`src/sacsp_pkg.sv`:
```
`timescale 1ns / 1ps
// ----------------------------------------------------------------------------
// sacsp_pkg
// Shared types and constants for the serial angle command to servo pulse block.
// ----------------------------------------------------------------------------
package sacsp_pkg;

  // Result status codes
  localparam logic [1:0] ST_OK    = 2'd0;
  localparam logic [1:0] ST_LONG  = 2'd1;
  localparam logic [1:0] ST_NAN   = 2'd2;
  localparam logic [1:0] ST_RANGE = 2'd3;

  // Configuration register indexes
  localparam int unsigned CFG_IDX_W = 1;
  localparam logic [CFG_IDX_W-1:0] REG_PULSE_MIN = 1'd0;
  localparam logic [CFG_IDX_W-1:0] REG_PULSE_MAX = 1'd1;

  // Character codes
  localparam logic [7:0] CH_CR    = 8'h0D;
  localparam logic [7:0] CH_LF    = 8'h0A;
  localparam logic [7:0] CH_BS    = 8'h08;
  localparam logic [7:0] CH_DEL   = 8'h7F;
  localparam logic [7:0] CH_MINUS = 8'h2D;
  localparam logic [7:0] CH_PLUS  = 8'h2B;
  localparam logic [7:0] CH_ZERO  = 8'h30;
  localparam logic [7:0] CH_NINE  = 8'h39;

  // Number limits
  localparam logic [18:0] MAG_LIMIT = 19'd32000;
  localparam logic [14:0] ANGLE_TOP = 15'd180;

  // Reset values
  localparam logic [14:0] PULSE_MIN_RST = 15'd600;
  localparam logic [14:0] PULSE_MAX_RST = 15'd2400;
  localparam logic [15:0] HELD_RST      = 16'd1800;

  // floor(p / 180) == (p * RECIP_MUL) >> RECIP_SHIFT for every p below 2^23
  localparam logic [23:0] RECIP_MUL   = 24'd11930465;
  localparam int unsigned RECIP_SHIFT = 31;

  // Scan step control toward the parser
  typedef struct packed {
    logic clr;
    logic step;
    logic first;
  } parse_ctl_t;

  // Parser state seen by the sequencer
  typedef struct packed {
    logic        nan;
    logic        neg;
    logic        has_digit;
    logic [14:0] mag;
  } parse_res_t;

  // Angle unit completion
  typedef struct packed {
    logic        done;
    logic [15:0] compare;
  } ang_res_t;

endpackage

```
`src/sacsp_line_mem.sv`:
```
`timescale 1ns / 1ps
// ----------------------------------------------------------------------------
// sacsp_line_mem
// Line character store: one write port, one read port with registered data.
// ----------------------------------------------------------------------------
module sacsp_line_mem #(
  parameter int unsigned DEPTH  = 7,
  parameter int unsigned ADDR_W = 3
) (
  input  logic              clk,
  input  logic              we,
  input  logic [ADDR_W-1:0] wr_addr,
  input  logic [7:0]        wr_data,
  input  logic [ADDR_W-1:0] rd_addr,
  output logic [7:0]        rd_data
);

  logic [7:0] mem_r [DEPTH];
  logic [7:0] rd_data_r;

  // Store a character
  always_ff @(posedge clk) begin
    if (we) begin
      mem_r[wr_addr] <= wr_data;
    end
  end

  // Registered read
  always_ff @(posedge clk) begin
    rd_data_r <= mem_r[rd_addr];
  end

  assign rd_data = rd_data_r;

endmodule

```
`src/sacsp_parse.sv`:
```
`timescale 1ns / 1ps
// ----------------------------------------------------------------------------
// sacsp_parse
// Decimal scanner: consumes one line character per step, tracks sign,
// magnitude and a sticky not-a-number mark.
// ----------------------------------------------------------------------------
module sacsp_parse (
  input  logic                  clk,
  input  logic                  rst_n,
  input  sacsp_pkg::parse_ctl_t ctl,
  input  logic [7:0]            char_in,
  output sacsp_pkg::parse_res_t res
);

  logic        nan_r;
  logic        neg_r;
  logic        dig_r;
  logic [14:0] mag_r;
  logic        is_digit;
  logic [3:0]  digit;
  logic [18:0] mag_ext;

  // Decode the digit and form mag * 10 + digit
  assign is_digit = (char_in >= sacsp_pkg::CH_ZERO) && (char_in <= sacsp_pkg::CH_NINE);
  assign digit    = 4'(char_in - sacsp_pkg::CH_ZERO);
  assign mag_ext  = {1'b0, mag_r, 3'b000} + {3'b000, mag_r, 1'b0} + {15'd0, digit};

  // Advance one character; freeze once the line is rejected
  always_ff @(posedge clk) begin
    if (!rst_n) begin
      nan_r <= 1'b0;
      neg_r <= 1'b0;
      dig_r <= 1'b0;
      mag_r <= '0;
    end else if (ctl.clr) begin
      nan_r <= 1'b0;
      neg_r <= 1'b0;
      dig_r <= 1'b0;
      mag_r <= '0;
    end else if (ctl.step && !nan_r) begin
      priority if (ctl.first && (char_in == sacsp_pkg::CH_MINUS)) begin
        neg_r <= 1'b1;
      end else if (ctl.first && (char_in == sacsp_pkg::CH_PLUS)) begin
        neg_r <= 1'b0;
      end else if (is_digit) begin
        if (mag_ext > sacsp_pkg::MAG_LIMIT) begin
          nan_r <= 1'b1;
        end else begin
          mag_r <= mag_ext[14:0];
          dig_r <= 1'b1;
        end
      end else begin
        nan_r <= 1'b1;
      end
    end
  end

  assign res.nan       = nan_r;
  assign res.neg       = neg_r;
  assign res.has_digit = dig_r;
  assign res.mag       = mag_r;

endmodule

```
`src/sacsp_angle.sv`:
```
`timescale 1ns / 1ps
// ----------------------------------------------------------------------------
// sacsp_angle
// Three-stage pipeline: 2 * (min + (max - min) * angle / 180).
// ----------------------------------------------------------------------------
module sacsp_angle (
  input  logic                clk,
  input  logic                rst_n,
  input  logic                start,
  input  logic [7:0]          angle,
  input  logic [14:0]         pulse_min,
  input  logic [14:0]         pulse_max,
  output sacsp_pkg::ang_res_t res
);

  logic        v1_r;
  logic        v2_r;
  logic        v3_r;
  logic [15:0] diff;
  logic [22:0] prod_r;
  logic [46:0] scaled;
  logic [14:0] quot_r;
  logic [15:0] us;
  logic [15:0] cmp_r;

  // Span; the stage 1 product is forced to zero when the limits are reversed
  assign diff = {1'b0, pulse_max} - {1'b0, pulse_min};

  // Stage valid bits
  always_ff @(posedge clk) begin
    if (!rst_n) begin
      v1_r <= 1'b0;
      v2_r <= 1'b0;
      v3_r <= 1'b0;
    end else begin
      v1_r <= start;
      v2_r <= v1_r;
      v3_r <= v2_r;
    end
  end

  // Stage 1: span times angle
  always_ff @(posedge clk) begin
    if (start) begin
      prod_r <= diff[15] ? 23'd0 : (23'(diff[14:0]) * 23'(angle));
    end
  end

  // Stage 2: divide by 180 through the reciprocal
  assign scaled = 47'(prod_r) * 47'(sacsp_pkg::RECIP_MUL);

  always_ff @(posedge clk) begin
    if (v1_r) begin
      quot_r <= scaled[sacsp_pkg::RECIP_SHIFT +: 15];
    end
  end

  // Stage 3: add offset and scale to half microseconds
  assign us = {1'b0, pulse_min} + {1'b0, quot_r};

  always_ff @(posedge clk) begin
    if (v2_r) begin
      cmp_r <= {us[14:0], 1'b0};
    end
  end

  assign res.done    = v3_r;
  assign res.compare = cmp_r;

endmodule

```
`src/serial_angle_command_to_servo_pulse.sv`:
```
`timescale 1ns / 1ps
// An ordinary character or erase is taken back to back while the block is idle.
// A line end runs scan, evaluate, angle pipeline and done when the angle is accepted,
// scan, evaluate and done when rejected as a number, only done when the line was too long.
// Throughput: line characters are scanned one per cycle through the store's read port.
// Reset: empty line, overflow clear, compare 1800, limits 600 and 2400 us.
// ----------------------------------------------------------------------------
// serial_angle_command_to_servo_pulse
// Gathers serial characters into a line, parses a decimal angle at line end
// and updates the held servo PWM compare value.
// ----------------------------------------------------------------------------
module serial_angle_command_to_servo_pulse #(
  parameter int unsigned LINE_SLOTS = 8
) (
  input  logic                                clk,
  input  logic                                rst_n,
  input  logic                                in_valid,
  output logic                                in_stall,
  input  logic [7:0]                          in_char_code,
  output logic                                out_valid,
  input  logic                                out_stall,
  output logic [1:0]                          out_line_status,
  output logic signed [15:0]                  out_parsed_value,
  output logic [15:0]                         out_compare_value,
  input  logic                                cfg_we,
  input  logic [sacsp_pkg::CFG_IDX_W-1:0]     cfg_index,
  input  logic [14:0]                         cfg_wdata
);

  localparam int unsigned DEPTH  = LINE_SLOTS - 1;
  localparam int unsigned LEN_W  = $clog2(LINE_SLOTS);
  localparam int unsigned ADDR_W = (DEPTH > 1) ? $clog2(DEPTH) : 1;
  localparam logic [LEN_W-1:0] LEN_FULL = LEN_W'(DEPTH);

  localparam logic [2:0] S_IDLE = 3'd0;
  localparam logic [2:0] S_SCAN = 3'd1;
  localparam logic [2:0] S_EVAL = 3'd2;
  localparam logic [2:0] S_CALC = 3'd3;
  localparam logic [2:0] S_DONE = 3'd4;

  logic [2:0]         state_r, state_nxt;
  logic [LEN_W-1:0]   len_r, len_nxt;
  logic               ovf_r, ovf_nxt;
  logic [LEN_W-1:0]   pos_r, pos_nxt;
  logic [1:0]         stat_r, stat_nxt;
  logic signed [15:0] val_r, val_nxt;
  logic [15:0]        held_r, held_nxt;
  logic [14:0]        pulse_min_r;
  logic [14:0]        pulse_max_r;
  logic               out_valid_r, out_valid_nxt;
  logic [1:0]         out_status_r;
  logic signed [15:0] out_value_r;
  logic [15:0]        out_compare_r;

  logic                  in_acc;
  logic                  is_end;
  logic                  is_erase;
  logic [LEN_W-1:0]      pos_plus;
  logic                  mem_we;
  logic [ADDR_W-1:0]     rd_addr;
  logic [7:0]            rd_data;
  logic                  load;
  logic                  ang_start;
  logic signed [15:0]    signed_val;
  logic                  bad_range;
  sacsp_pkg::parse_ctl_t pctl;
  sacsp_pkg::parse_res_t pres;
  sacsp_pkg::ang_res_t   ares;

  // Line store
  sacsp_line_mem #(
    .DEPTH  (DEPTH),
    .ADDR_W (ADDR_W)
  ) u_mem (
    .clk     (clk),
    .we      (mem_we),
    .wr_addr (len_r[ADDR_W-1:0]),
    .wr_data (in_char_code),
    .rd_addr (rd_addr),
    .rd_data (rd_data)
  );

  // Number scanner
  sacsp_parse u_parse (
    .clk     (clk),
    .rst_n   (rst_n),
    .ctl     (pctl),
    .char_in (rd_data),
    .res     (pres)
  );

  // Angle to compare pipeline
  sacsp_angle u_angle (
    .clk       (clk),
    .rst_n     (rst_n),
    .start     (ang_start),
    .angle     (pres.mag[7:0]),
    .pulse_min (pulse_min_r),
    .pulse_max (pulse_max_r),
    .res       (ares)
  );

  // Decode the request
  assign in_stall = (state_r != S_IDLE);
  assign in_acc   = in_valid && !in_stall;
  assign is_end   = (in_char_code == sacsp_pkg::CH_CR) || (in_char_code == sacsp_pkg::CH_LF);
  assign is_erase = (in_char_code == sacsp_pkg::CH_BS) || (in_char_code == sacsp_pkg::CH_DEL);
  assign pos_plus = pos_r + 1'b1;

  // Signed value and range check of the parsed number
  assign signed_val = pres.neg ? -$signed({1'b0, pres.mag}) : $signed({1'b0, pres.mag});
  assign bad_range  = (pres.neg && (pres.mag != 15'd0)) || (pres.mag > sacsp_pkg::ANGLE_TOP);

  // Sequencer
  always_comb begin
    state_nxt     = state_r;
    len_nxt       = len_r;
    ovf_nxt       = ovf_r;
    pos_nxt       = pos_r;
    stat_nxt      = stat_r;
    val_nxt       = val_r;
    held_nxt      = held_r;
    out_valid_nxt = out_valid_r && out_stall;
    load          = 1'b0;
    mem_we        = 1'b0;
    rd_addr       = '0;
    pctl          = '0;
    ang_start     = 1'b0;
    unique case (state_r)
      S_IDLE: begin
        if (in_acc) begin
          priority if (is_end) begin
            if (len_r != '0) begin
              if (ovf_r) begin
                stat_nxt  = sacsp_pkg::ST_LONG;
                val_nxt   = '0;
                state_nxt = S_DONE;
              end else begin
                pctl.clr  = 1'b1;
                pos_nxt   = '0;
                state_nxt = S_SCAN;
              end
            end
          end else if (is_erase) begin
            if (len_r != '0) begin
              len_nxt = len_r - 1'b1;
            end
          end else if (len_r < LEN_FULL) begin
            mem_we  = 1'b1;
            len_nxt = len_r + 1'b1;
          end else begin
            ovf_nxt = 1'b1;
          end
        end
      end
      S_SCAN: begin
        pctl.step  = 1'b1;
        pctl.first = (pos_r == '0);
        if (pos_plus < len_r) begin
          rd_addr = pos_plus[ADDR_W-1:0];
          pos_nxt = pos_plus;
        end else begin
          state_nxt = S_EVAL;
        end
      end
      S_EVAL: begin
        priority if (pres.nan || !pres.has_digit) begin
          stat_nxt  = sacsp_pkg::ST_NAN;
          val_nxt   = '0;
          state_nxt = S_DONE;
        end else if (bad_range) begin
          stat_nxt  = sacsp_pkg::ST_RANGE;
          val_nxt   = signed_val;
          state_nxt = S_DONE;
        end else begin
          stat_nxt  = sacsp_pkg::ST_OK;
          val_nxt   = signed_val;
          ang_start = 1'b1;
          state_nxt = S_CALC;
        end
      end
      S_CALC: begin
        if (ares.done) begin
          held_nxt  = ares.compare;
          state_nxt = S_DONE;
        end
      end
      S_DONE: begin
        if (!out_valid_r || !out_stall) begin
          load          = 1'b1;
          out_valid_nxt = 1'b1;
          len_nxt       = '0;
          ovf_nxt       = 1'b0;
          state_nxt     = S_IDLE;
        end
      end
      default: begin
        state_nxt = S_IDLE;
      end
    endcase
  end

  // Control and held state
  always_ff @(posedge clk) begin
    if (!rst_n) begin
      state_r     <= S_IDLE;
      len_r       <= '0;
      ovf_r       <= 1'b0;
      held_r      <= sacsp_pkg::HELD_RST;
      out_valid_r <= 1'b0;
    end else begin
      state_r     <= state_nxt;
      len_r       <= len_nxt;
      ovf_r       <= ovf_nxt;
      held_r      <= held_nxt;
      out_valid_r <= out_valid_nxt;
    end
  end

  // Scan position and pending result
  always_ff @(posedge clk) begin
    pos_r  <= pos_nxt;
    stat_r <= stat_nxt;
    val_r  <= val_nxt;
  end

  // Configuration registers
  always_ff @(posedge clk) begin
    if (!rst_n) begin
      pulse_min_r <= sacsp_pkg::PULSE_MIN_RST;
      pulse_max_r <= sacsp_pkg::PULSE_MAX_RST;
    end else if (cfg_we) begin
      unique case (cfg_index)
        sacsp_pkg::REG_PULSE_MIN: pulse_min_r <= cfg_wdata;
        sacsp_pkg::REG_PULSE_MAX: pulse_max_r <= cfg_wdata;
        default: ;
      endcase
    end
  end

  // Output register
  always_ff @(posedge clk) begin
    if (load) begin
      out_status_r  <= stat_r;
      out_value_r   <= val_r;
      out_compare_r <= held_r;
    end
  end

  assign out_valid         = out_valid_r;
  assign out_line_status   = out_status_r;
  assign out_parsed_value  = out_value_r;
  assign out_compare_value = out_compare_r;

endmodule

```
`config.mk`:
```
export PLATFORM = sky130hd
export DESIGN_NAME = serial_angle_command_to_servo_pulse
export DESIGN_NICKNAME = d
export VERILOG_FILES = /design/src/sacsp_pkg.sv /design/src/sacsp_line_mem.sv /design/src/sacsp_parse.sv /design/src/sacsp_angle.sv /design/src/serial_angle_command_to_servo_pulse.sv
export SDC_FILE = /design/constraint.sdc
export NUM_CORES = 1
export LEC_CHECK = 0
export BUFFER_PORTS_ARGS = -buffer_cell sky130_fd_sc_hd__clkbuf_2
export CORE_ASPECT_RATIO = 1.2
export CORE_MARGIN = 2
export CORE_UTILIZATION = 50
export CTS_CLUSTER_SIZE = 14
export DETAILED_ROUTE_END_ITERATION = 10
export PLACE_DENSITY = 0.67
export SLEW_MARGIN = 20
export SYNTH_ARGS = -nofsm -noshare
export SYNTH_HDL_FRONTEND = slang
export SYNTH_SLANG_ARGS = --single-unit
```
`constraint.sdc`:
```
create_clock -name clk -period 10.44 [get_ports clk]
set_input_delay 2.61 -clock clk [delete_from_list [all_inputs] [get_ports clk]]
set_output_delay 2.61 -clock clk [all_outputs]
set_load 0.02 [all_outputs]
```
Yosys cells after proc, flatten, opt, wreduce, memory -nomap -nowiden
Memory sizes are Yosys's and may differ from the RTL's. A register that Yosys moved wholly into a read port is not among the register bits.
Cells that the tools add are included.
W data, S select, Z words.
{ "totals": {"mem_count": 1, "in_bits": 29, "regBits": 181, "elab_cells": 177, "ram_bits": 56, "out_inout_bits": 36} }
{ "mem_list": {"columns": ["memory", "words", "word_bits", "rd", "rd_clocked_by_memory_dff", "wr", "line_no", "source"], "rows": [
  ["u_mem.mem_r", 7, 8, 1, 1, 1, "sacsp_line_mem.sv:18", "logic [7:0] mem_r [DEPTH];"]
]} }
{ "classes": {"bitwise_logic": 5, "n_addsub": 9, "muxes": 68, "reduce_logical": 38, "n_mul": 2, "order_cmp": 6, "n_eq_ne": 25} }
{ "ops": {"columns": ["cell", "n"], "rows": [
  ["$mux W16", 6],
  ["$mux W3", 21],
  ["$mul A23 B24 Y46 const B", 1],
  ["$pmux W16 S2", 1],
  ["$mux W1", 28],
  ["$eq A8 B4 Y1 const B", 3],
  ["$ne A2 B2 Y1 const B", 12],
  ["$reduce_and A6 Y1", 4],
  ["$mul A15 B8 Y23", 1],
  ["$add A18 B16 Y19", 1],
  ["$add A19 B4 Y19", 1],
  ["$gt A19 B15 Y1 const B", 1],
  ["$eq A8 B6 Y1 const B", 2],
  ["$neg A15 Y16", 1],
  ["$sub A15 B15 Y16", 1],
  ["$add A15 B15 Y15", 1],
  ["$gt A15 B8 Y1 const B", 1],
  ["$pmux W3 S5", 1],
  ["$reduce_bool A15 Y1", 1],
  ["$mux W2", 7],
  ["$pmux W3 S2", 2],
  ["$reduce_and A5 Y1", 2],
  ["$eq A8 B7 Y1 const B", 1],
  ["$ge A8 B6 Y1 const B", 1],
  ["23 further kinds", 52]
]} }

Longest topological paths before layout
Gate-level depths: netlist of run 1.
{ "logic_depth": {"word_depth": 8, "depth_mapped": 26, "mapped_depth_nobuf": 26} }

Cells and area by module
Synthesis of run 1 repeated with hierarchy kept, for this count alone.
{ "unflattened": {"cells_unflattened": 2332, "hier_area_um2": 23217.3} }
{ "by_module_without_submodules": {"columns": ["module", "cells_each", "area_per_inst_um2", "n_inst", "seq_area_each_um2"], "rows": [
  ["sacsp_angle", 1514, 14254.9, 1, 1651.6],
  ["serial_angle_command_to_servo_pulse", 429, 4456.8, 1, 2732.6],
  ["sacsp_line_mem", 133, 2516.2, 1, 1841.8],
  ["sacsp_parse", 256, 1989.4, 1, 360.3]
]} }

Worst setup path after synthesis of run 1
Ideal clock, no wire load.
{ "synth_timing": {"path_kind": "reg2reg", "start": "register pulse_max_r[0]", "end": "register u_angle.prod_r[22], data pin", "n_path_buf": 0, "setup_ps": 266, "t_required_ps": 10174, "path_stages_with_launch": 25, "synth_period_minus_slack_ps": 6096, "path_slack_ps": 4344, "t_arrival_ps": 5830, "path_cell_list": "dfxtp_1 inv_1 ha_1 fa_1 nor2b_1 o21ai_0 a21boi_0 o21ai_1 nor2b_1 xnor2_1 and2_1 fa_1 fa_1 fa_1 inv_1 fa_1 inv_1 ha_1 a2111oi_0 o22ai_1 o41ai_2 o221a_2 a21oi_1 xnor2_1 nor2_1"} }
{ "synth_between": {"elab_chain_cells": 2} }
{ "synth_rtl": {"columns": ["item", "line_no", "source"], "rows": [
  ["start: declaration", "serial_angle_command_to_servo_pulse.sv:49", "logic [14:0] pulse_max_r;"],
  ["start signal: assignment", "serial_angle_command_to_servo_pulse.sv:231", "pulse_max_r <= sacsp_pkg::PULSE_MAX_RST;"],
  ["start signal: assignment", "serial_angle_command_to_servo_pulse.sv:235", "sacsp_pkg::REG_PULSE_MAX: pulse_max_r <= cfg_wdata;"],
  ["$sub A15 B15 Y16 *", "sacsp_angle.sv:27", "assign diff = {1'b0, pulse_max} - {1'b0, pulse_min};"],
  ["$mul A15 B8 Y23", "sacsp_angle.sv:45", "prod_r <= diff[15] ? 23'd0 : (23'(diff[14:0]) * 23'(angle));"],
  ["end signal: assignment", "sacsp_angle.sv:45", null],
  ["end: declaration", "sacsp_angle.sv:20", "logic [22:0] prod_r;"]
]} }
Every way passes the cells marked *; elsewhere a longest branch is shown, timed or not.
A chain may end at the register's enable or synchronous reset.

Worst setup path after layout of run 1
{ "layout_timing": {"start": "register pulse_max_r[0]", "end": "register u_angle.prod_r[18], data pin"} }
Same word-level chain as after synthesis.

==> impl_metrics.csv, run 1 <==
group,metric,value,unit
floorplanning,die_h,235,µm
placement,place.port_buffers,63,
power,p_leak,11.3,nW
sta,slew-limit-headroom,0.315,
sta,period_minus_slack,6950,ps
cts,cts_htree_levels,1,
logic_synthesis,synth_seq_cells,245,
logic_synthesis,ys.flop_type,"edfxtp_1",
logic_synthesis,synthesis.area,22300,µm²
floorplanning,num_rows,84,
placement,placed_area,23200,µm²
grt,grt_pass1_vias,16626,
grt,grt.total_usage,0.234,
final_layout,fin_cells,2847,
sta,skew,14.5,ps
final_layout,seq_area,6540,µm²
route,ant_nets,0,
worst_hold_path,holdPathStages,0,
cts,cts.clk_slew.worst_paths,60,ps
logic_synthesis,async_reset_ff_frac,0,
grt,gr-total-overflow,0,
setup_path,r2r_cells,24,
sta,max_freq,144,MHz
setup_path,cp.required,10750,ps
job,maxCapViolCount,0,
grt,antenna_found_initial,0,
logic_synthesis,syn_nets,2768,
power,powerDensity,92.4,nW/µm²
cts,cts_tree,"done",
sta,setup_viol,0,
setup_path,slowest_stage,"fa_1",
sta,setup_tns,0,ps
route,routed-via-count,15741,
sta,maxSlewViolCount,0,
floorplanning,dieWidth,197,µm
placement,dpl.cell_count,2799,
cts,numClockSinks,245,
worst_hold_path,hp-class,"reg -> reg",
logic_synthesis,synth_top_area_cell,"edfxtp_1",
route,wl_per_cell,18.5,µm
route,dr.pass1.iters,5,
power,peakVddDrop,0.161,mV
cts,clock_latency,570,ps
setup_path,r2r-end,"u_angle.prod_r[18]$_SDFFCE_PN0P_",
floorplanning,die_area,46400,µm²
setup_path,critPathMaxStageDelay,550,ps
outcome,outcome,"completed",
floorplanning,coreArea,43900,µm²
setup_path,critPathTopFamily,"adder cells",
route,drt-total-wl,52800,µm
logic_synthesis,synthCells,2223,
grt,grt_max_degree,58,
logic_synthesis,synth_top_area_frac,0.219,
sta,hold_viol,0,
logic_synthesis,yosysSeqAreaShare,0.293,
final_layout,nNetsFinal,2813,
final_layout,fillCellCount,3925,
logic_synthesis,synth_edf_count,163,
worst_hold_path,worstHoldStart,"held_r[11]$_SDFFE_PN0P_",
setup_path,path_max_fanout,8,
placement,gp_congestion,0.971,
setup_path,cp_data_arrival_time,7250,ps
final_layout,areaGrowthSynthToFinish,8.02,%
floorplanning,io_pins,65,
cts,post_cts_buffers,0,
logic_synthesis,ys_warn_count,0,
floorplanning,start_util,0.508,
sta,finalCritPeriodShare,0.665,
setup_path,r2r-start,"pulse_max_r[0]$_SDFFE_PN0P_",
setup_path,end_kind,"flop",
cts,clockBufferDepth,3,
cts,hold_buffers,0,
setup_path,worstSetupPathType,"reg -> reg",
setup_path,start_kind,"flop",
worst_hold_path,worstHoldEndpoint,"out_compare_value[11]$_DFFE_PP_",
cts,cts-resized-gates,0,
route,post_drt_via_cell_ratio,5.53,
cts,clockRootBuffer,"clkbuf_16",
logic_synthesis,synth.distinct_cells,74,
final_layout,multi_input_area,14100,µm²
sta,worst_slew_pin_slew,1030,ps
setup_path,crit_path_frequent_cell,"fa_1",
placement,place_hpwl,42400,µm
cts,numCtsBuffers,26,
setup_path,path_buf_inv,3,
setup_path,path_cells,"inv_1 -> ha_1 -> fa_1 -> nor2b_1 -> o21ai_0 -> a21boi_0 -> o21ai_1 -> nor2b_1 -> xnor2_1 -> and2_1 -> fa_1 -> fa_1 -> fa_1 -> inv_1 -> fa_1 -> inv_1 -> ha_1 -> a2111oi_0 -> o22ai_1 -> o41ai_2 -> o21ai_0 -> a211o_1 -> nand2_1 -> nor2_1",
final_layout,stdcell_area,24100,µm²
final_layout,antenna_cells,0,
logic_synthesis,postSynthAreaPerCell,10.0,µm²
grt,grt_pass1_wl,85800,µm
logic_synthesis,synth.area.top_cells,"edfxtp_1 22%, fa_1 20%, ha_1 17%",
sta,grt_setup_unrepaired,"no",
route,drt_iter0_markers,828,
final_layout,drive_gt1_frac,0.0612,
route,drc,0,
setup_path,r2r_slack,3490,ps
registers in the layout (all words and copies together), names as in the netlist, 2 cells and up:
register,cells
out_line_status,2
u_mem.rd_data,8
state_r,3
pos_r,3
u_parse.mag_r,15
out_parsed_value,16
out_compare_value,15
pulse_min_r,15
stat_r,2
len_r,3
held_r,15
u_angle.quot_r,15
u_mem.mem_r,56
val_r,16
u_angle.prod_r,23
pulse_max_r,15
u_angle.cmp_r,15
report_power, final:
group	switching, W	internal (W)
clock network	0.000404	0.000583
logic	0.000126	0.0000580
registers	0.0000131	0.00104
logic make-up (layout without fill, tap and decap cells):
logic type / Yosys count / after routing / synth area share
compound gates: 337 / 337 / 0.105
buf+inv: 437 / 502 / 0.0752
other cells: 1 / 1 / 0.000168
xor+xnor: 78 / 78 / 0.0306
mux: 4 / 4 / 0.00179
flops: 245 / 245 / 0.293
fa+ha+maj: 516 / 516 / 0.363
simple gates: 605 / 605 / 0.132
final cells by class:
class	count	share of cell area
clock inverters	17	0.00950
multi-input cells	1541	0.586
repair buffers	71	0.0156
well taps	559	0.0290
flip-flops and latches	245	0.271
inverters	383	0.0596
clock buffers	31	0.0290
stage by stage:
stage	hold WS [ps]	util	power (W)	setup WS [ps]
2_1_floorplan	400	-	0.00120	4340
3_3_place_gp	412	0.528	0.00126	3700
3_5_place_dp	406	0.528	0.00126	3620
4_1_cts	429	0.549	0.00225	3560
5_1_grt	431	0.549	0.00231	3060
6_report	429	0.549	0.00223	3490
Yosys cell counts, drive strengths merged, types with 24 or more instances:
| library cell | n |
|---|---|
| clkbuf | 45 |
| nand3 | 41 |
| o21ai | 57 |
| nor3 | 44 |
| edfxtp | 163 |
| nand2 | 183 |
| fa | 219 |
| xnor2 | 43 |
| dfxtp | 82 |
| a21oi | 72 |
| ha | 297 |
| inv | 382 |
| and2 | 87 |
| a21boi | 43 |
| a21o | 24 |
| xor2 | 35 |
| nor2 | 126 |
| nor2b | 36 |
cell usage in the layout (no fill, tap or decap), types with 41 or more instances in the layout:
cell type / netlist / final
and2_1: 87 / 87
o21ai_0: 53 / 53
ha_1: 297 / 297
xnor2_1: 43 / 43
clkbuf_2: 1 / 63
nor3_1: 44 / 41
inv_1: 382 / 382
nand2_1: 183 / 183
nand3_1: 41 / 41
a21boi_0: 42 / 42
edfxtp_1: 163 / 163
fa_1: 219 / 219
nor2_1: 126 / 125
dfxtp_1: 82 / 82
a21oi_1: 72 / 71
how the worst max path moves through the flow:
| stage | startpoint | cells past startpoint | endpoint | slack, ps |
|---|---|---|---|---|
| 6_report | pulse_max_r[0]$_SDFFE_PN0P_ | 24 | u_angle.prod_r[18]$_SDFFCE_PN0P_ | 3490 |
| 5_1_grt | pulse_max_r[0]$_SDFFE_PN0P_ | 24 | u_angle.prod_r[18]$_SDFFCE_PN0P_ | 3060 |
| 4_1_cts | pulse_max_r[0]$_SDFFE_PN0P_ | 24 | u_angle.prod_r[22]$_SDFFCE_PN0P_ | 3560 |
| 3_5_place_dp | pulse_max_r[0]$_SDFFE_PN0P_ | 24 | u_angle.prod_r[22]$_SDFFCE_PN0P_ | 3620 |
| 3_3_place_gp | pulse_max_r[0]$_SDFFE_PN0P_ | 26 | u_angle.prod_r[22]$_SDFFCE_PN0P_ | 3700 |
| 2_1_floorplan | pulse_max_r[0]$_SDFFE_PN0P_ | 24 | u_angle.prod_r[22]$_SDFFCE_PN0P_ | 4340 |
per-layer routing:
layer,share of wire,global-route usage,up-vias
li1,-,-,7543
met1,0.40,0.279,7753
met2,0.53,0.432,334
met3,0.029,0.0208,111
met4,0.043,0.0941,0
met5,0,0,-
(Power assumes the default switching activity.)
==> inputs of run 2 (changes only) <==
--- a/config.mk
+++ b/config.mk
@@ -5,13 +5,14 @@
 export SDC_FILE = /design/constraint.sdc
 export NUM_CORES = 1
 export LEC_CHECK = 0
+export ABC_AREA = 1
 export BUFFER_PORTS_ARGS = -buffer_cell sky130_fd_sc_hd__clkbuf_2
 export CORE_ASPECT_RATIO = 1.2
 export CORE_MARGIN = 2
 export CORE_UTILIZATION = 50
 export CTS_CLUSTER_SIZE = 14
 export DETAILED_ROUTE_END_ITERATION = 10
-export PLACE_DENSITY = 0.67
+export PLACE_DENSITY = 0.7
 export SLEW_MARGIN = 20
 export SYNTH_ARGS = -nofsm -noshare
 export SYNTH_HDL_FRONTEND = slang
==> constraint.sdc (replaced) <==
create_clock -name clk -period 5.8 [get_ports clk]
set_input_delay 1.45 -clock clk [delete_from_list [all_inputs] [get_ports clk]]
set_output_delay 1.45 -clock clk [all_outputs]
set_load 0.02 [all_outputs]
==> impl_metrics.csv, run 2 <==
group,metric,value,unit
logic_synthesis,synthCells,2651,
cts,clockRootBuffer,"clkbuf_16",
floorplanning,die_h,239,µm
logic_synthesis,ys.flop_type,"edfxtp_1",
logic_synthesis,synth_seq_cells,245,
setup_path,worstSetupPathType,"reg -> reg",
logic_synthesis,yosysMostFrequentCell,"inv_1",
logic_synthesis,async_reset_ff_frac,0,
sta,max_freq,176,MHz
route,ant_nets,0,
logic_synthesis,synth_top_area_frac,0.213,
grt,antenna_found_initial,0,
worst_hold_path,worstHoldStart,"val_r[7]$_SDFFCE_PP0P_",
power,powerDensity,161,nW/µm²
logic_synthesis,synth.area.top_cells,"edfxtp_1 21%, fa_1 19%, ha_1 16%",
sta,finalCritPeriodShare,0.981,
floorplanning,coreArea,45600,µm²
logic_synthesis,postSynthAreaPerCell,8.67,µm²
floorplanning,start_util,0.504,
cts,clock_latency,550,ps
placement,dpl.cell_count,3452,
grt,grt.total_usage,0.253,
route,post_drt_via_cell_ratio,5.27,
route,drc,0,
logic_synthesis,synth.distinct_cells,47,
sta,hold_viol,0,
final_layout,drive_gt1_frac,0.181,
logic_synthesis,syn_nets,3196,
route,wl_per_cell,17.0,µm
cts,clockBufferDepth,3,
setup_path,r2r-start,"u_angle.prod_r[9]$_SDFFCE_PN0P_",
sta,period_minus_slack,5690,ps
final_layout,areaGrowthSynthToFinish,19.0,%
final_layout,final_common_cell,"inv_1",
sta,maxSlewViolCount,0,
logic_synthesis,yosysSeqAreaShare,0.284,
outcome,outcome,"completed",
setup_path,path_buf_inv,7,
route,drt-total-wl,60100,µm
power,p_leak,13.3,nW
worst_hold_path,hp-class,"reg -> reg",
setup_path,crit_path_frequent_cell,"inv_1",
floorplanning,die_area,47700,µm²
placement,place.port_buffers,63,
final_layout,nNetsFinal,3439,
cts,numCtsBuffers,26,
job,maxCapViolCount,0,
setup_path,cp.required,6080,ps
setup_path,start_kind,"flop",
cts,numClockSinks,245,
power,peakVddDrop,0.256,mV
grt,gr-total-overflow,0,
sta,setup_viol,0,
route,routed-via-count,18582,
cts,hold_buffers,0,
logic_synthesis,ys_warn_count,0,
logic_synthesis,synth_top_cells_by_count,"548 x inv_1, 369 x nand2_1, 338 x nor2_1",
sta,worst_slew_pin_slew,1030,ps
grt,grt_pass1_vias,18862,
final_layout,fillCellCount,3872,
logic_synthesis,synth_top_area_cell,"edfxtp_1",
route,dr.pass1.iters,6,
setup_path,path_cells,"buf_4 -> ha_1 -> inv_1 -> fa_1 -> inv_1 -> ha_1 -> inv_1 -> fa_1 -> inv_1 -> fa_1 -> fa_1 -> inv_1 -> fa_1 -> inv_1 -> ha_4 -> a21oi_2 -> nor2_1 -> o21ai_0 -> o211ai_1 -> a21oi_1 -> nand2_2 -> a21oi_2 -> xnor2_1",
final_layout,largest_register_ffs,56,
setup_path,cp_data_arrival_time,5970,ps
sta,grt_setup_unrepaired,"yes",
logic_synthesis,synth_edf_count,163,
sta,slew-limit-headroom,0.309,
placement,gp_congestion,0.955,
final_layout,fin_cells,3529,
route,drt_iter0_markers,1244,
cts,cts_htree_levels,1,
floorplanning,io_pins,65,
sta,setup_tns,0,ps
floorplanning,dieWidth,200,µm
final_layout,regMostFlops,"u_mem.mem_r",
setup_path,critPathMaxStageDelay,550,ps
sta,skew,22.7,ps
placement,place_hpwl,48500,µm
grt,grt_pass1_wl,94800,µm
cts,cts.clk_slew.worst_paths,60,ps
setup_path,critPathTopFamily,"adder cells",
floorplanning,num_rows,86,
final_layout,reg_top3,"u_mem.mem_r x56, u_angle.prod_r x23",
logic_synthesis,synthesis.area,23000,µm²
final_layout,layout_common_cells,"523 x inv_1, 349 x nand2_1, 307 x nor2_1",
setup_path,path_max_fanout,3,
grt,grt_max_degree,49,
setup_path,slowest_stage,"fa_1",
final_layout,antenna_cells,0,
setup_path,critPathLaunch,"u_angle.prod_r[9]$_SDFFCE_PN0P_",
power,power,0.00441,W
cts,cts_tree,"done",
setup_path,end_kind,"flop",
==> run 2: layout make-up <==
type / count / area, µm² / share of cell area
Multi-Input combinational cell: 1811 / 15300 / 0.560
Sequential cell: 245 / 6540 / 0.239
Inverter: 560 / 2110 / 0.0771
Timing Repair Buffer: 250 / 1740 / 0.0635
Tap cell: 616 / 771 / 0.0282
Clock buffer: 35 / 747 / 0.0273
Clock inverter: 12 / 128 / 0.00467
==> run 2: what timing repair did <==
item / 4_1_cts / 5_1_grt
setup endpoints to repair: 24 / 28
pin swaps: 12 / 119
cloned: 0 / 0
resized for setup: 39 / 209
buffers inserted: 7 / 24
hold endpoints to repair: 0 / 0
==> run 2: worst paths after layout <==
| check | to | slack (ps) | cells after the start |
|---|---|---|---|
| worst max register to register | u_angle.quot_r[7]$_DFFE_PP_ | 110 | 23 |
| worst max-delay path | u_angle.quot_r[7]$_DFFE_PP_ | 110 | 23 |
| worst min register to register | out_parsed_value[7]$_DFFE_PP_ | 410 | 0 |
| worst min-delay path | out_parsed_value[7]$_DFFE_PP_ | 410 | 0 |
==> run 2: layer usage <==
layer | GRT usage | vias to the layer above | part of all wire
met5 | 0 | - | 0
met4 | 0.0887 | 0 | 0.039
met3 | 0.0295 | 150 | 0.056
met2 | 0.422 | 585 | 0.47
met1 | 0.341 | 8891 | 0.43
li1 | - | 8956 | -
==> run 2: metrics by stage <==
stage          hold WS, ps  setup slack [ps]  area (µm²)  utilization
2_1_floorplan          400               229       23000            -
3_3_place_gp           403              -221       25100        0.550
3_5_place_dp           405              -232       25100        0.550
4_1_cts                409             0.218       26200        0.574
5_1_grt                419              -134       27400        0.599
6_report               412               113       27400        0.599
==> run 2: logic make-up (layout without fill, tap and decap cells) <==
family / after synthesis / count (layout) / share of synthesized area
xor+xnor: 57 / 57 / 0.0217
flops: 245 / 245 / 0.284
simple gates: 864 / 864 / 0.155
buf+inv: 595 / 857 / 0.0982
other cells: 1 / 1 / 0.000163
fa+ha+maj: 516 / 516 / 0.353
compound gates: 373 / 373 / 0.0878
==> run 2: power by group <==
group	internal (W)	switching (W)
logic	0.000277	0.000457
registers	0.00193	0.0000457
clock network	0.000996	0.000704
total	0.00320	0.00121
==> inputs of run 3 (changes only) <==
--- a/config.mk
+++ b/config.mk
@@ -12,7 +12,7 @@
 export CORE_UTILIZATION = 50
 export CTS_CLUSTER_SIZE = 14
 export DETAILED_ROUTE_END_ITERATION = 10
-export PLACE_DENSITY = 0.7
+export PLACE_DENSITY_LB_ADDON = 0.2
 export SLEW_MARGIN = 20
 export SYNTH_ARGS = -nofsm -noshare
 export SYNTH_HDL_FRONTEND = slang
==> impl_metrics.csv, run 3 (synthesized netlist as in run 2, its figures left out) <==
group,metric,value,unit
sta,slew-limit-headroom,0.322,
grt,grt_max_degree,49,
final_layout,nNetsFinal,3440,
sta,maxSlewViolCount,0,
placement,place.port_buffers,63,
sta,postLayoutSetupSlackWorst,-0.343,ps
cts,clock_latency,600,ps
setup_path,end_kind,"flop",
outcome,violations,"setup timing",
placement,post-place-ws,-307,ps
setup_path,cp_data_arrival_time,6200,ps
cts,cts_htree_levels,1,
final_layout,final_common_cell,"inv_1",
final_layout,regMostFlops,"u_mem.mem_r",
sta,finalCritPeriodShare,1.00,
power,p_leak,13.4,nW
job,maxCapViolCount,0,
outcome,outcome,"complete, but fails checks",
final_layout,areaGrowthSynthToFinish,20.0,%
sta,hold_viol,0,
floorplanning,die_h,239,µm
final_layout,reg_top3,"u_mem.mem_r x56, u_angle.prod_r x23",
floorplanning,dieWidth,200,µm
setup_path,path_max_fanout,6,
setup_path,slowest_stage,"fa_1",
grt,antenna_found_initial,0,
placement,gp_congestion,0.969,
grt,gr-total-overflow,0,
grt,grt.total_usage,0.258,
floorplanning,start_util,0.504,
power,powerDensity,165,nW/µm²
route,dr.max_layer_used,"met4",
power,peakVddDrop,0.243,mV
route,dr.pass1.iters,6,
floorplanning,die_area,47700,µm²
sta,max_freq,172,MHz
final_layout,drive_gt1_frac,0.188,
route,ant_nets,0,
floorplanning,coreArea,45600,µm²
cts,numCtsBuffers,28,
route,wl_per_cell,17.4,µm
cts,numClockSinks,245,
floorplanning,num_rows,86,
setup_path,critPathMaxStageDelay,500,ps
route,post_drt_via_cell_ratio,5.23,
route,drt-total-wl,61500,µm
sta,skew,54.8,ps
sta,worst_slew_pin_slew,1010,ps
grt,grt_pass1_wl,96300,µm
cts,hold_buffers,0,
route,drc,0,
route,drt_iter0_markers,1146,
setup_path,cp.required,6200,ps
cts,cts_tree,"done",
route,wl_met3,3660,µm
route,wl_met1,26900,µm
final_layout,largest_register_ffs,56,
sta,setup_tns,-0.343,ps
setup_path,path_buf_inv,8,
cts,clockRootBuffer,"clkbuf_16",
final_layout,layout_common_cells,"522 x inv_1, 347 x nand2_1, 308 x nor2_1",
sta,grt_setup_unrepaired,"yes",
setup_path,start_kind,"flop",
cts,clockBufferDepth,3,
final_layout,antenna_cells,0,
setup_path,critPathTopFamily,"adder cells",
sta,setup_viol,1,
sta,period_minus_slack,5800,ps
route,routed-via-count,18464,
setup_path,worstSetupPathType,"reg -> reg",
route,dr_wl_met2,29200,µm
cts,cts.clk_slew.worst_paths,60,ps
worst_hold_path,hp-class,"reg -> reg",
floorplanning,io_pins,65,
placement,place_hpwl,49300,µm
grt,grt_pass1_vias,18861,
-- run 3: where the power goes --
part           internal, W  switching (W)  leakage, nW
registers          0.00193      0.0000446         2.20
logic             0.000278       0.000467         10.7
clock network      0.00107       0.000756        0.464
-- run 3: cell type report --
type                    count  area, µm²
clock buffers              41        812
clock inverters            10        148
fillers                  3980      18000
inverters                 560       2110
multi-input cells        1811      15500
flip-flops and latches    245       6540
well taps                 616        771
repair buffers            249       1740
-- run 3: final timing paths --
path,startpoint,endpoint,slack (ps),cells after the start
min,val_r[14]$_SDFFCE_PP0P_,out_parsed_value[14]$_DFFE_PP_,420,0
max,pulse_max_r[0]$_SDFFE_PN0P_,u_angle.prod_r[21]$_SDFFCE_PN0P_,-0.3,28
max reg2reg,pulse_max_r[0]$_SDFFE_PN0P_,u_angle.prod_r[21]$_SDFFCE_PN0P_,-0.3,28
min reg2reg,val_r[14]$_SDFFCE_PP0P_,out_parsed_value[14]$_DFFE_PP_,420,0
-- run 3: per-stage QoR --
stage / total power (W) / std cells / hold WS [ps] / util / area, µm²
2_1_floorplan: 0.00239 / 2651 / 400 / - / 23000
3_3_place_gp: 0.00266 / 3452 / 405 / 0.550 / 25100
3_5_place_dp: 0.00267 / 3452 / 406 / 0.550 / 25100
4_1_cts: 0.00452 / 3517 / 421 / 0.580 / 26500
5_1_grt: 0.00473 / 3532 / 425 / 0.604 / 27600
6_report: 0.00454 / 3532 / 419 / 0.604 / 27600
-- run 3: layer usage --
metal | up-vias | global-route usage
met2 | 499 | 0.430
met5 | - | 0
met3 | 111 | 0.0350
li1 | 8963 | -
met1 | 8891 | 0.355
met4 | 0 | 0.0669
-- run 3: timing repair --
| action | in CTS | in global routing |
|---|---|---|
| buffers inserted | 14 | 18 |
| endpoints found under the setup margin | 26 | 28 |
| gates resized for setup | 66 | 222 |
| pin swaps | 42 | 134 |
